<file path="src/design/euler_angles_to_axes_macros.svh">
// ----------------------------------------------------------------------------
// Assertion macros for the Euler angles to axes block
// Short forms for clocked assertions with an active-low reset that disables them.
// ----------------------------------------------------------------------------
`ifndef EULER_ANGLES_TO_AXES_MACROS_SVH
`define EULER_ANGLES_TO_AXES_MACROS_SVH

// Same-cycle implication.
`define EA2A_ASSERT_IMP(lbl, clk, rst_n, ante, cons, msg) \
    lbl: assert property (@(posedge clk) disable iff (!rst_n) (ante) |-> (cons)) \
        else $error(msg);

// Next-cycle implication.
`define EA2A_ASSERT_NXT(lbl, clk, rst_n, ante, cons, msg) \
    lbl: assert property (@(posedge clk) disable iff (!rst_n) (ante) |=> (cons)) \
        else $error(msg);

`endif

</file>
<file path="src/design/ea2a_pkg.sv">
// ----------------------------------------------------------------------------
// Euler angles to axes package
// Formats, pipeline depths and arithmetic helpers shared by the lanes, the
// merge stage and the top level.
// ----------------------------------------------------------------------------
package ea2a_pkg;

    localparam int ANGLE_FRAC_BITS = 6;
    localparam int OUT_FRAC_BITS   = 14;
    localparam int SINCOS_STEPS    = 16;

    localparam int IN_W      = 16;
    localparam int OUT_W     = OUT_FRAC_BITS + 2;
    localparam int WORK_FRAC = 30;
    localparam int ZFRAC     = 20;
    localparam int SC_W      = 32;
    localparam int ZW        = 29;
    localparam int PROD_W    = 2 * SC_W;
    localparam int SUM_W     = SC_W + 1;
    localparam int TO_W      = SUM_W + 1;
    localparam int NUM_AXES  = 9;

    // Angle constants in input units.
    localparam int FULL    = 360 << ANGLE_FRAC_BITS;
    localparam int HALF    = 180 << ANGLE_FRAC_BITS;
    localparam int QUARTER = 90 << ANGLE_FRAC_BITS;
    localparam int ZSHIFT  = ZFRAC - ANGLE_FRAC_BITS;

    // Wrapping: bias the input to a positive value that is congruent to
    // angle plus half a turn, then strip multiples of a full turn.
    localparam int IN_SPAN    = 2 ** (IN_W - 1);
    localparam int WRAP_M     = (IN_SPAN + FULL - 1) / FULL;
    localparam int WRAP_BIAS  = HALF + FULL * WRAP_M;
    localparam int WRAP_MAX   = IN_SPAN - 1 + WRAP_BIAS;
    localparam int WRAP_STEPS = $clog2(WRAP_MAX / FULL + 1);
    localparam int WRAP_W     = $clog2((2 ** WRAP_STEPS) * FULL);
    localparam int A_W        = $clog2(HALF) + 2;

    // Pipeline depths.
    localparam int LANE_ST  = SINCOS_STEPS + 2;
    localparam int MERGE_ST = 3;
    localparam int PIPE_ST  = LANE_ST + MERGE_ST;

    // Result component positions.
    localparam int IDX_FWD_X = 0;
    localparam int IDX_FWD_Y = 1;
    localparam int IDX_FWD_Z = 2;
    localparam int IDX_RGT_X = 3;
    localparam int IDX_RGT_Y = 4;
    localparam int IDX_RGT_Z = 5;
    localparam int IDX_UP_X  = 6;
    localparam int IDX_UP_Y  = 7;
    localparam int IDX_UP_Z  = 8;

    typedef logic signed [SC_W-1:0]  sc_t;
    typedef logic signed [SUM_W-1:0] sum_t;
    typedef logic [NUM_AXES-1:0][OUT_W-1:0] axes_t;

    typedef struct packed {
        logic [LANE_ST-1:0] en;
    } lane_ctrl_t;

    typedef struct packed {
        logic [MERGE_ST-1:0] en;
    } merge_ctrl_t;

    localparam sc_t CORDIC_GAIN = SC_W'(652032874);
    localparam logic signed [PROD_W-1:0] PROD_HALF = PROD_W'(1) << (WORK_FRAC - 1);
    localparam int OUT_SH = WORK_FRAC - OUT_FRAC_BITS;
    localparam logic signed [TO_W-1:0] OUT_HALF = TO_W'(1) << (OUT_SH - 1);
    localparam logic signed [TO_W-1:0] OUT_ONE  = TO_W'(1) << OUT_FRAC_BITS;

    // Arctangent of 2^-i in degrees with ZFRAC fraction bits.
    function automatic logic signed [ZW-1:0] atan_deg(input int i);
        logic signed [ZW-1:0] r;
        case (i)
            0:       r = ZW'(47185920);
            1:       r = ZW'(27855475);
            2:       r = ZW'(14718068);
            3:       r = ZW'(7471121);
            4:       r = ZW'(3750058);
            5:       r = ZW'(1876857);
            6:       r = ZW'(938658);
            7:       r = ZW'(469357);
            8:       r = ZW'(234682);
            9:       r = ZW'(117342);
            10:      r = ZW'(58671);
            11:      r = ZW'(29335);
            12:      r = ZW'(14668);
            13:      r = ZW'(7334);
            14:      r = ZW'(3667);
            15:      r = ZW'(1833);
            16:      r = ZW'(917);
            17:      r = ZW'(458);
            18:      r = ZW'(229);
            19:      r = ZW'(115);
            20:      r = ZW'(57);
            21:      r = ZW'(29);
            22:      r = ZW'(14);
            23:      r = ZW'(7);
            default: r = '0;
        endcase
        return r;
    endfunction

    // Brings an angle into [-HALF, HALF) by conditional subtraction of
    // power-of-two multiples of a full turn.
    function automatic logic signed [A_W-1:0] wrap_angle(input logic signed [IN_W-1:0] a);
        logic [WRAP_W-1:0] v;
        v = WRAP_W'(int'(a) + WRAP_BIAS);
        for (int k = WRAP_STEPS - 1; k >= 0; k--) begin
            if (v >= WRAP_W'(FULL << k)) begin
                v = v - WRAP_W'(FULL << k);
            end
        end
        return A_W'(int'(v) - HALF);
    endfunction

    // Product of two values with WORK_FRAC fraction bits, rounded.
    function automatic sc_t fmul(input sc_t a, input sc_t b);
        logic signed [PROD_W-1:0] p;
        p = PROD_W'(a) * PROD_W'(b);
        return SC_W'((p + PROD_HALF) >>> WORK_FRAC);
    endfunction

    // Rounds to the output format and saturates to plus or minus one.
    function automatic logic [OUT_W-1:0] to_out(input sum_t v);
        logic signed [TO_W-1:0] t;
        t = (TO_W'(v) + OUT_HALF) >>> OUT_SH;
        if (t > OUT_ONE) begin
            t = OUT_ONE;
        end else if (t < -OUT_ONE) begin
            t = -OUT_ONE;
        end
        return OUT_W'(t);
    endfunction

endpackage

</file>
<file path="src/design/ea2a_lane.sv">
// ----------------------------------------------------------------------------
// Sine and cosine lane
// Wraps one angle to the right half plane and runs a fully pipelined CORDIC
// rotation, one step per stage.
// ----------------------------------------------------------------------------
module ea2a_lane
    import ea2a_pkg::*;
(
    input  logic                   clk,
    input  lane_ctrl_t             ctrl,
    input  logic signed [IN_W-1:0] angle,
    output sc_t                    sin_val,
    output sc_t                    cos_val
);

    logic signed [ZW-1:0]  z0_reg, z0_next;
    logic                  neg0_reg, neg0_next;
    logic signed [A_W-1:0] a_wrap;

    sc_t                   x_reg [SINCOS_STEPS];
    sc_t                   y_reg [SINCOS_STEPS];
    logic                  neg_reg [SINCOS_STEPS];
    logic signed [ZW-1:0]  z_reg [SINCOS_STEPS-1];

    sc_t                   sin_reg, sin_next;
    sc_t                   cos_reg, cos_next;

    // Wrap and fold into [-90, 90] degrees; a fold negates both results.
    always_comb
    begin
        logic signed [A_W-1:0] a_q;
        a_wrap    = wrap_angle(angle);
        neg0_next = 1'b0;
        a_q       = a_wrap;
        if (a_wrap > QUARTER) begin
            a_q       = A_W'(a_wrap - HALF);
            neg0_next = 1'b1;
        end else if (a_wrap < -QUARTER) begin
            a_q       = A_W'(a_wrap + HALF);
            neg0_next = 1'b1;
        end
        z0_next = ZW'(a_q) <<< ZSHIFT;
    end

    always_ff @(posedge clk)
    begin
        if (ctrl.en[0]) begin
            z0_reg   <= z0_next;
            neg0_reg <= neg0_next;
        end
    end

    for (genvar i = 0; i < SINCOS_STEPS; i++) begin : g_step
        sc_t                  x_in, y_in, x_next, y_next;
        logic signed [ZW-1:0] z_in;
        logic                 neg_in;
        logic                 dir;

        if (i == 0) begin : g_first
            assign x_in   = CORDIC_GAIN;
            assign y_in   = '0;
            assign z_in   = z0_reg;
            assign neg_in = neg0_reg;
        end else begin : g_next
            assign x_in   = x_reg[i-1];
            assign y_in   = y_reg[i-1];
            assign z_in   = z_reg[i-1];
            assign neg_in = neg_reg[i-1];
        end

        assign dir    = !z_in[ZW-1];
        assign x_next = dir ? x_in - (y_in >>> i) : x_in + (y_in >>> i);
        assign y_next = dir ? y_in + (x_in >>> i) : y_in - (x_in >>> i);

        always_ff @(posedge clk)
        begin
            if (ctrl.en[i+1]) begin
                x_reg[i]   <= x_next;
                y_reg[i]   <= y_next;
                neg_reg[i] <= neg_in;
            end
        end

        // The residual angle of the last step is not needed.
        if (i < SINCOS_STEPS - 1) begin : g_z
            logic signed [ZW-1:0] z_next;
            assign z_next = dir ? z_in - atan_deg(i) : z_in + atan_deg(i);
            always_ff @(posedge clk)
            begin
                if (ctrl.en[i+1]) begin
                    z_reg[i] <= z_next;
                end
            end
        end
    end

    always_comb
    begin
        sin_next = neg_reg[SINCOS_STEPS-1] ? -y_reg[SINCOS_STEPS-1] : y_reg[SINCOS_STEPS-1];
        cos_next = neg_reg[SINCOS_STEPS-1] ? -x_reg[SINCOS_STEPS-1] : x_reg[SINCOS_STEPS-1];
    end

    always_ff @(posedge clk)
    begin
        if (ctrl.en[LANE_ST-1]) begin
            sin_reg <= sin_next;
            cos_reg <= cos_next;
        end
    end

    assign sin_val = sin_reg;
    assign cos_val = cos_reg;

endmodule

</file>
<file path="config.mk">
export PLATFORM = sky130hd
export DESIGN_NAME = ea2a_lane
export DESIGN_NICKNAME = d
export VERILOG_FILES = /design/src/design/euler_angles_to_axes_macros.svh /design/src/design/ea2a_pkg.sv /design/src/design/ea2a_lane.sv
export SDC_FILE = /design/constraint.sdc
export NUM_CORES = 2
export LEC_CHECK = 0
export BUFFER_PORTS_ARGS = -buffer_cell sky130_fd_sc_hd__clkbuf_2
export CORE_MARGIN = 3
export CORE_UTILIZATION = 55
export CTS_CLUSTER_DIAMETER = 200
export DETAILED_ROUTE_END_ITERATION = 8
export GPL_TIMING_DRIVEN = 0
export PLACE_DENSITY = 0.71
export SLEW_MARGIN = 0
export SYNTH_ARGS = -nofsm -noshare
export SYNTH_HDL_FRONTEND = slang
export SYNTH_SLANG_ARGS = --single-unit
export TNS_END_PERCENT = 50
</file>
<file path="constraint.sdc">
create_clock -name clk -period 11.3 [get_ports clk]
set_input_delay 0.565 -clock clk [delete_from_list [all_inputs] [get_ports clk]]
set_output_delay 0.565 -clock clk [all_outputs]
set_load 0.03 [all_outputs]
</file>
==> Yosys cells after proc, flatten, opt, wreduce, memory -nomap -nowiden <==
Memory sizes are Yosys's and may differ from the RTL's.
Index checks and enable logic that the tools add are counted.
{ "totals": {"register_bits": 80, "ram_bits": 1475, "out_inout_bits": 64, "wordCells": 195, "mem_count": 4} }
{ "memory_table": {"columns": ["memory", "depth", "width", "rd", "rd_clocked_by_memory_dff", "wr", "line_no", "source"], "rows": [
  ["x_reg", 16, 32, 16, 0, 16, "ea2a_lane.sv:20", "sc_t x_reg [SINCOS_STEPS];"],
  ["y_reg", 16, 32, 16, 0, 16, "ea2a_lane.sv:21", "sc_t y_reg [SINCOS_STEPS];"],
  ["z_reg", 15, 29, 15, 0, 15, "ea2a_lane.sv:23", "logic signed [ZW-1:0] z_reg [SINCOS_STEPS-1];"],
  ["neg_reg", 16, 1, 16, 0, 16, "ea2a_lane.sv:22", "logic neg_reg [SINCOS_STEPS];"]
]} }
{ "classes": {"add_sub_neg": 98, "n_lt_le_gt_ge": 4, "muxes": 85} }
{ "ops": {"columns": ["cell", "n"], "rows": [
  ["2-to-1 mux 32 bit", 33],
  ["2-to-1 mux 29 bit", 15],
  ["adder 32 x 17 -> 32 bit", 2],
  ["adder 32 x 18 -> 32 bit", 2],
  ["adder 32 x 19 -> 32 bit", 2],
  ["adder 32 x 20 -> 32 bit", 2],
  ["adder 32 x 21 -> 32 bit", 2],
  ["adder 32 x 22 -> 32 bit", 2],
  ["adder 32 x 23 -> 32 bit", 2],
  ["adder 32 x 24 -> 32 bit", 2],
  ["adder 32 x 25 -> 32 bit", 2],
  ["adder 32 x 26 -> 32 bit", 2],
  ["adder 32 x 27 -> 32 bit", 2],
  ["adder 32 x 28 -> 32 bit", 2],
  ["adder 32 x 29 -> 32 bit", 2],
  ["adder 32 x 30 -> 32 bit", 2],
  ["adder 32 x 31 -> 32 bit", 2],
  ["negation 32 bit", 2],
  ["subtractor 32 x 17 -> 32 bit", 2],
  ["subtractor 32 x 18 -> 32 bit", 2],
  ["subtractor 32 x 19 -> 32 bit", 2],
  ["subtractor 32 x 20 -> 32 bit", 2],
  ["subtractor 32 x 21 -> 32 bit", 2],
  ["subtractor 32 x 22 -> 32 bit", 2],
  ["53 further kinds", 95]
]} }

==> Depth between registers and ports, before layout <==
{ "depth": {"word_depth": 9, "mapped_depth": 23} }

==> Least setup slack after synthesis <==
Ideal clock, no wire load.
{ "synth_timing": {"kind": "input-to-reg", "start": "input angle[8]", "end": "register z0_reg[24] (netlist: g_step[0].z_in[24]) (data pin)", "setup_time_ns": 0.256, "t_arrival_ns": 4.932, "path_slack_ns": 6.111, "cell_stages": 21, "n_path_buf": 0, "path_cell_list": "ha_1 and3b_1 and4_1 a21oi_1 o21ai_2 xnor2_1 ha_1 inv_1 a31o_2 a31oi_2 o21ai_1 xnor2_1 inv_1 ha_1 o311ai_0 nor2_1 a211o_1 nor3_2 nor2_1 or2_4 o22a_1"} }
{ "synth_between": {"elab_chain_cells": 9, "word_cells_on_any_way": 14, "classes_between": "add/sub (6); order compare (4); mux (4)"} }
{ "synth_lines": {"columns": ["item", "line_no", "source"], "rows": [
  ["start, declared", "ea2a_lane.sv:11", "input logic signed [IN_W-1:0] angle,"],
  ["adder 16 x 17 -> 17 bit *", "ea2a_pkg.sv:110", "v = WRAP_W'(int'(a) + WRAP_BIAS);"],
  ["subtractor 17 x 16 -> 17 bit / greater-or-equal comparator 17 x 16 -> 1 bit (equally long branches)", "ea2a_pkg.sv:113, ea2a_pkg.sv:112", null],
  ["2-to-1 mux 17 bit *", "ea2a_pkg.sv:112", "if (v >= WRAP_W'(FULL << k)) begin"],
  ["subtractor 16 x 15 -> 16 bit / greater-or-equal comparator 17 x 15 -> 1 bit (equally long branches)", "ea2a_pkg.sv:113, ea2a_pkg.sv:112", null],
  ["2-to-1 mux 16 bit *", "ea2a_pkg.sv:112", null],
  ["subtractor 16 x 14 -> 16 bit *", "ea2a_pkg.sv:116", "return A_W'(int'(v) - HALF);"],
  ["adder 15 bit / < comparator 16 x 14 -> 1 bit (equally long branches)", "ea2a_lane.sv:39, ea2a_lane.sv:38", null],
  ["2-to-1 mux 15 bit", "ea2a_lane.sv:38", "end else if (a_wrap < -QUARTER) begin"],
  ["2-to-1 mux 15 bit *", "ea2a_lane.sv:35", "if (a_wrap > QUARTER) begin"],
  ["named net z0_next[24]", "ea2a_lane.sv:16", "logic signed [ZW-1:0] z0_reg, z0_next;"],
  ["end signal, assigned", "ea2a_lane.sv:48", "z0_reg <= z0_next;"],
  ["end, declared", "ea2a_lane.sv:16", null]
]} }
Mark *: on every way through the listed nets, which the timed path passes. The rest lies on a longest branch.
A chain may end at the register's enable or synchronous reset.

==> metrics <==
Max Root-Sink Buffers=3; max_cap viols=0; Achievable Freq=141 MHz; worst hold path stage count=1; die area=210000 um^2; Seq/Total Area, Yosys=37.4%; Final min period=7.08 ns; Synth Area in Simple Gates=13.8%; commonest non-fill, non-tap cell in the layout=edfxtp_1; CP max stage delay=0.73 ns; critical path depth=18; Antenna Nets Post-Route=0; initial antenna violation count=7; Post-DP HPWL=230000 um; post-CTS setup buffers=0; GR Overflow Total=0; critical path required time=11.77 ns; Layout Skew=0.0342 ns; Min-Delay Path Class=primary input to register; hold_buf cts=8; RSZ-0062 raised after global routing=no; die width=458 um; XOR/XNOR share of the synthesized area=13.4%; WL per Instance=19.7 um; GPL Wtd Cong=0.927; top cell family by delay on the critical path=compound AO/OA/AOI/OAI gates; largest net degree at the start of global routing=73; Final Hold Viols=0; Synth Flop Type=edfxtp_1; synthesized area=113000 um^2; vias per cell=5.99; Critical Path AT=7.56 ns; crit path capture type=register; #FFs+latches synth=1401; Starting Density=55.5%; TritonRoute pass-1 iters=8; GRT Util Overall=26.6%; Crit-path slowest cell=xnor2_1; CTS resizes=0; Post-Synth Adder-Cell Area=15.0%; Syn Inst Count=11500; I/O Buffers=94; io pins=99; number of flip-flops in the largest register=481; vias=87200; most frequent cells in the layout=edfxtp_1 (1401), ha_1 (1271), xnor2_1 (1186); Post-Route WL=286000 um; H-Tree Depth=4; period utilization=62.7%; slew margin rel.=16.6%; Die Y=458 um; global-route wire length before repair=452000 um; vias in the first global route=84200; outcome=finished clean; synthesis warning total=0; synthesized area per cell=9.83 um^2; Reg2Reg Depth=18; Crit Path Class=register to register; CP cell instances=clkbuf_1 -> clkbuf_1 -> buf_1 -> mux2i_1 -> ha_1 -> nor2b_1 -> o21ai_0 -> a21boi_0 -> o21ai_0 -> a21boi_0 -> o21a_1 -> a311o_1 -> a21o_1 -> a31oi_1 -> o2111ai_1 -> a31oi_1 -> a21oi_1 -> xnor2_1; TritonCTS clock tree=done; setup violators final=0; # DRC=0; Cell Rows=165; Synth cell types=110; Worst Tran Pin Value=1.25 ns; share of flip-flops with an asynchronous set or reset=0%; clock-pin transition on the worst setup and hold timing paths=0.06 ns; CTS buffer count=160; Core Area=203000 um^2; Final Net Count=13100; Iter 0 DRT Violations=6229; Sum Neg Setup Slack=0 ns; compound-gate portion of the synthesized area=16.9%; worst-path fanout max=10; worst path buffer plus inverter count=3; clock root buffer=clkbuf_16; Max Slew Vio Count=0; main combinational cell family by area after synthesis=compound AO/OA/AOI/OAI gates; clock sinks=1401; post-synthesis net count=12800; mux contribution to synthesized area=1.08%; Setup crit start kind=register; Layout area overhead=8.57%; share of cells above drive strength 1=4.52%; number of synthesized flops with an enable pin=1401; worst skew pair latency=0.82 ns
## cell type report
class / instances / area, um^2
Inverter: 566 / 2120
Clock inverter: 108 / 1170
Clock buffer: 186 / 4170
Buffer: 157 / 649
Sequential cell: 1401 / 42100
Multi-Input combinational cell: 9327 / 67700
Fill cell: 17100 / 80600
Tap cell: 2672 / 3340
Timing Repair Buffer: 116 / 938
Antenna cell: 8 / 20.0
## kinds of logic (layout without fill, tap and decap cells)
| family | count (synthesis) | in the layout |
|---|---|---|
| simple gates | 3194 | 3194 |
| compound gates | 2976 | 2976 |
| xor+xnor | 1725 | 1725 |
| flops | 1401 | 1401 |
| fa+ha+maj | 1318 | 1318 |
| buf+inv | 723 | 1133 |
| mux | 114 | 114 |
| other cells | 0 | 8 |
## worst paths after layout
check / start / to / slack (ns)
max: z_reg[1][28] / y_reg[1][63] / 4.22
min: ctrl[2] / y_reg[0][60] / 0.19
max reg2reg: z_reg[1][28] / y_reg[1][63] / 4.22
min reg2reg: neg_reg[0][7] / neg_reg[1][0] / 0.41
## synthesized netlist by cell type, types with 54 or more instances
| master | n | area [um^2] |
|---|---|---|
| ha_1 | 1271 | 15900 |
| nand2b_1 | 168 | 1050 |
| o31ai_1 | 70 | 526 |
| a21oi_1 | 1087 | 5440 |
| xor2_1 | 538 | 4710 |
| a21boi_0 | 60 | 450 |
| nor2_1 | 1092 | 4100 |
| a211oi_1 | 92 | 691 |
| nor3_1 | 405 | 2030 |
| nor4_1 | 88 | 551 |
| nor2b_1 | 139 | 870 |
| mux2_2 | 55 | 619 |
| edfxtp_1 | 1401 | 42100 |
| o21ai_0 | 458 | 2290 |
| o21a_1 | 134 | 1010 |
| xnor2_1 | 1186 | 10400 |
| and2_1 | 81 | 507 |
| nand3_1 | 221 | 1110 |
| mux2i_1 | 58 | 581 |
| clkbuf_1 | 107 | 402 |
| nand4_1 | 56 | 350 |
| or3_1 | 110 | 688 |
| a21o_1 | 402 | 3020 |
| o21bai_1 | 147 | 1100 |
| a31oi_1 | 112 | 701 |
| and3_1 | 106 | 663 |
| inv_1 | 559 | 2100 |
| nand2_1 | 513 | 1930 |
| o211ai_1 | 54 | 405 |
## worst register-to-register path: stages, from the launching register on
cell       delay, ns
edfxtp_1        0.57
clkbuf_1        0.70
clkbuf_1        0.49
buf_1           0.52
mux2i_1         0.49
ha_1            0.31
nor2b_1         0.12
o21ai_0         0.22
a21boi_0        0.18
o21ai_0         0.24
a21boi_0        0.18
o21a_1          0.23
a311o_1         0.42
a21o_1          0.27
a31oi_1         0.43
o2111ai_1       0.27
a31oi_1         0.26
a21oi_1         0.12
xnor2_1         0.73
## metal layers
metal	routed length [um]	GRT usage, %	part of all wire (%)
met5	27	0	0.0094
met4	9140	8.46	3.2
met3	15000	3.24	5.3
met2	140000	46.7	49
met1	122000	34.1	43
## through the flow
stage / std cells / utilization, % / instance area (um^2) / hold WS [ns] / setup WS, ns
finish: 14500 / 60.3 / 122000 / 0.195 / 4.22
global route: 14500 / 60.3 / 122000 / 0.167 / 3.85
CTS: 14500 / 60.2 / 122000 / 0.185 / 4.18
detailed placement: 14200 / 57.6 / 117000 / 0.405 / 4.31
global placement: 14200 / 57.4 / 116000 / 0.404 / 4.24
floorplan: 11500 / - / 113000 / 0.400 / 6.11
Power is left out: the tool's default activity adds up to more than one toggle a clock period on the data nets, which glitch-free logic cannot reach.
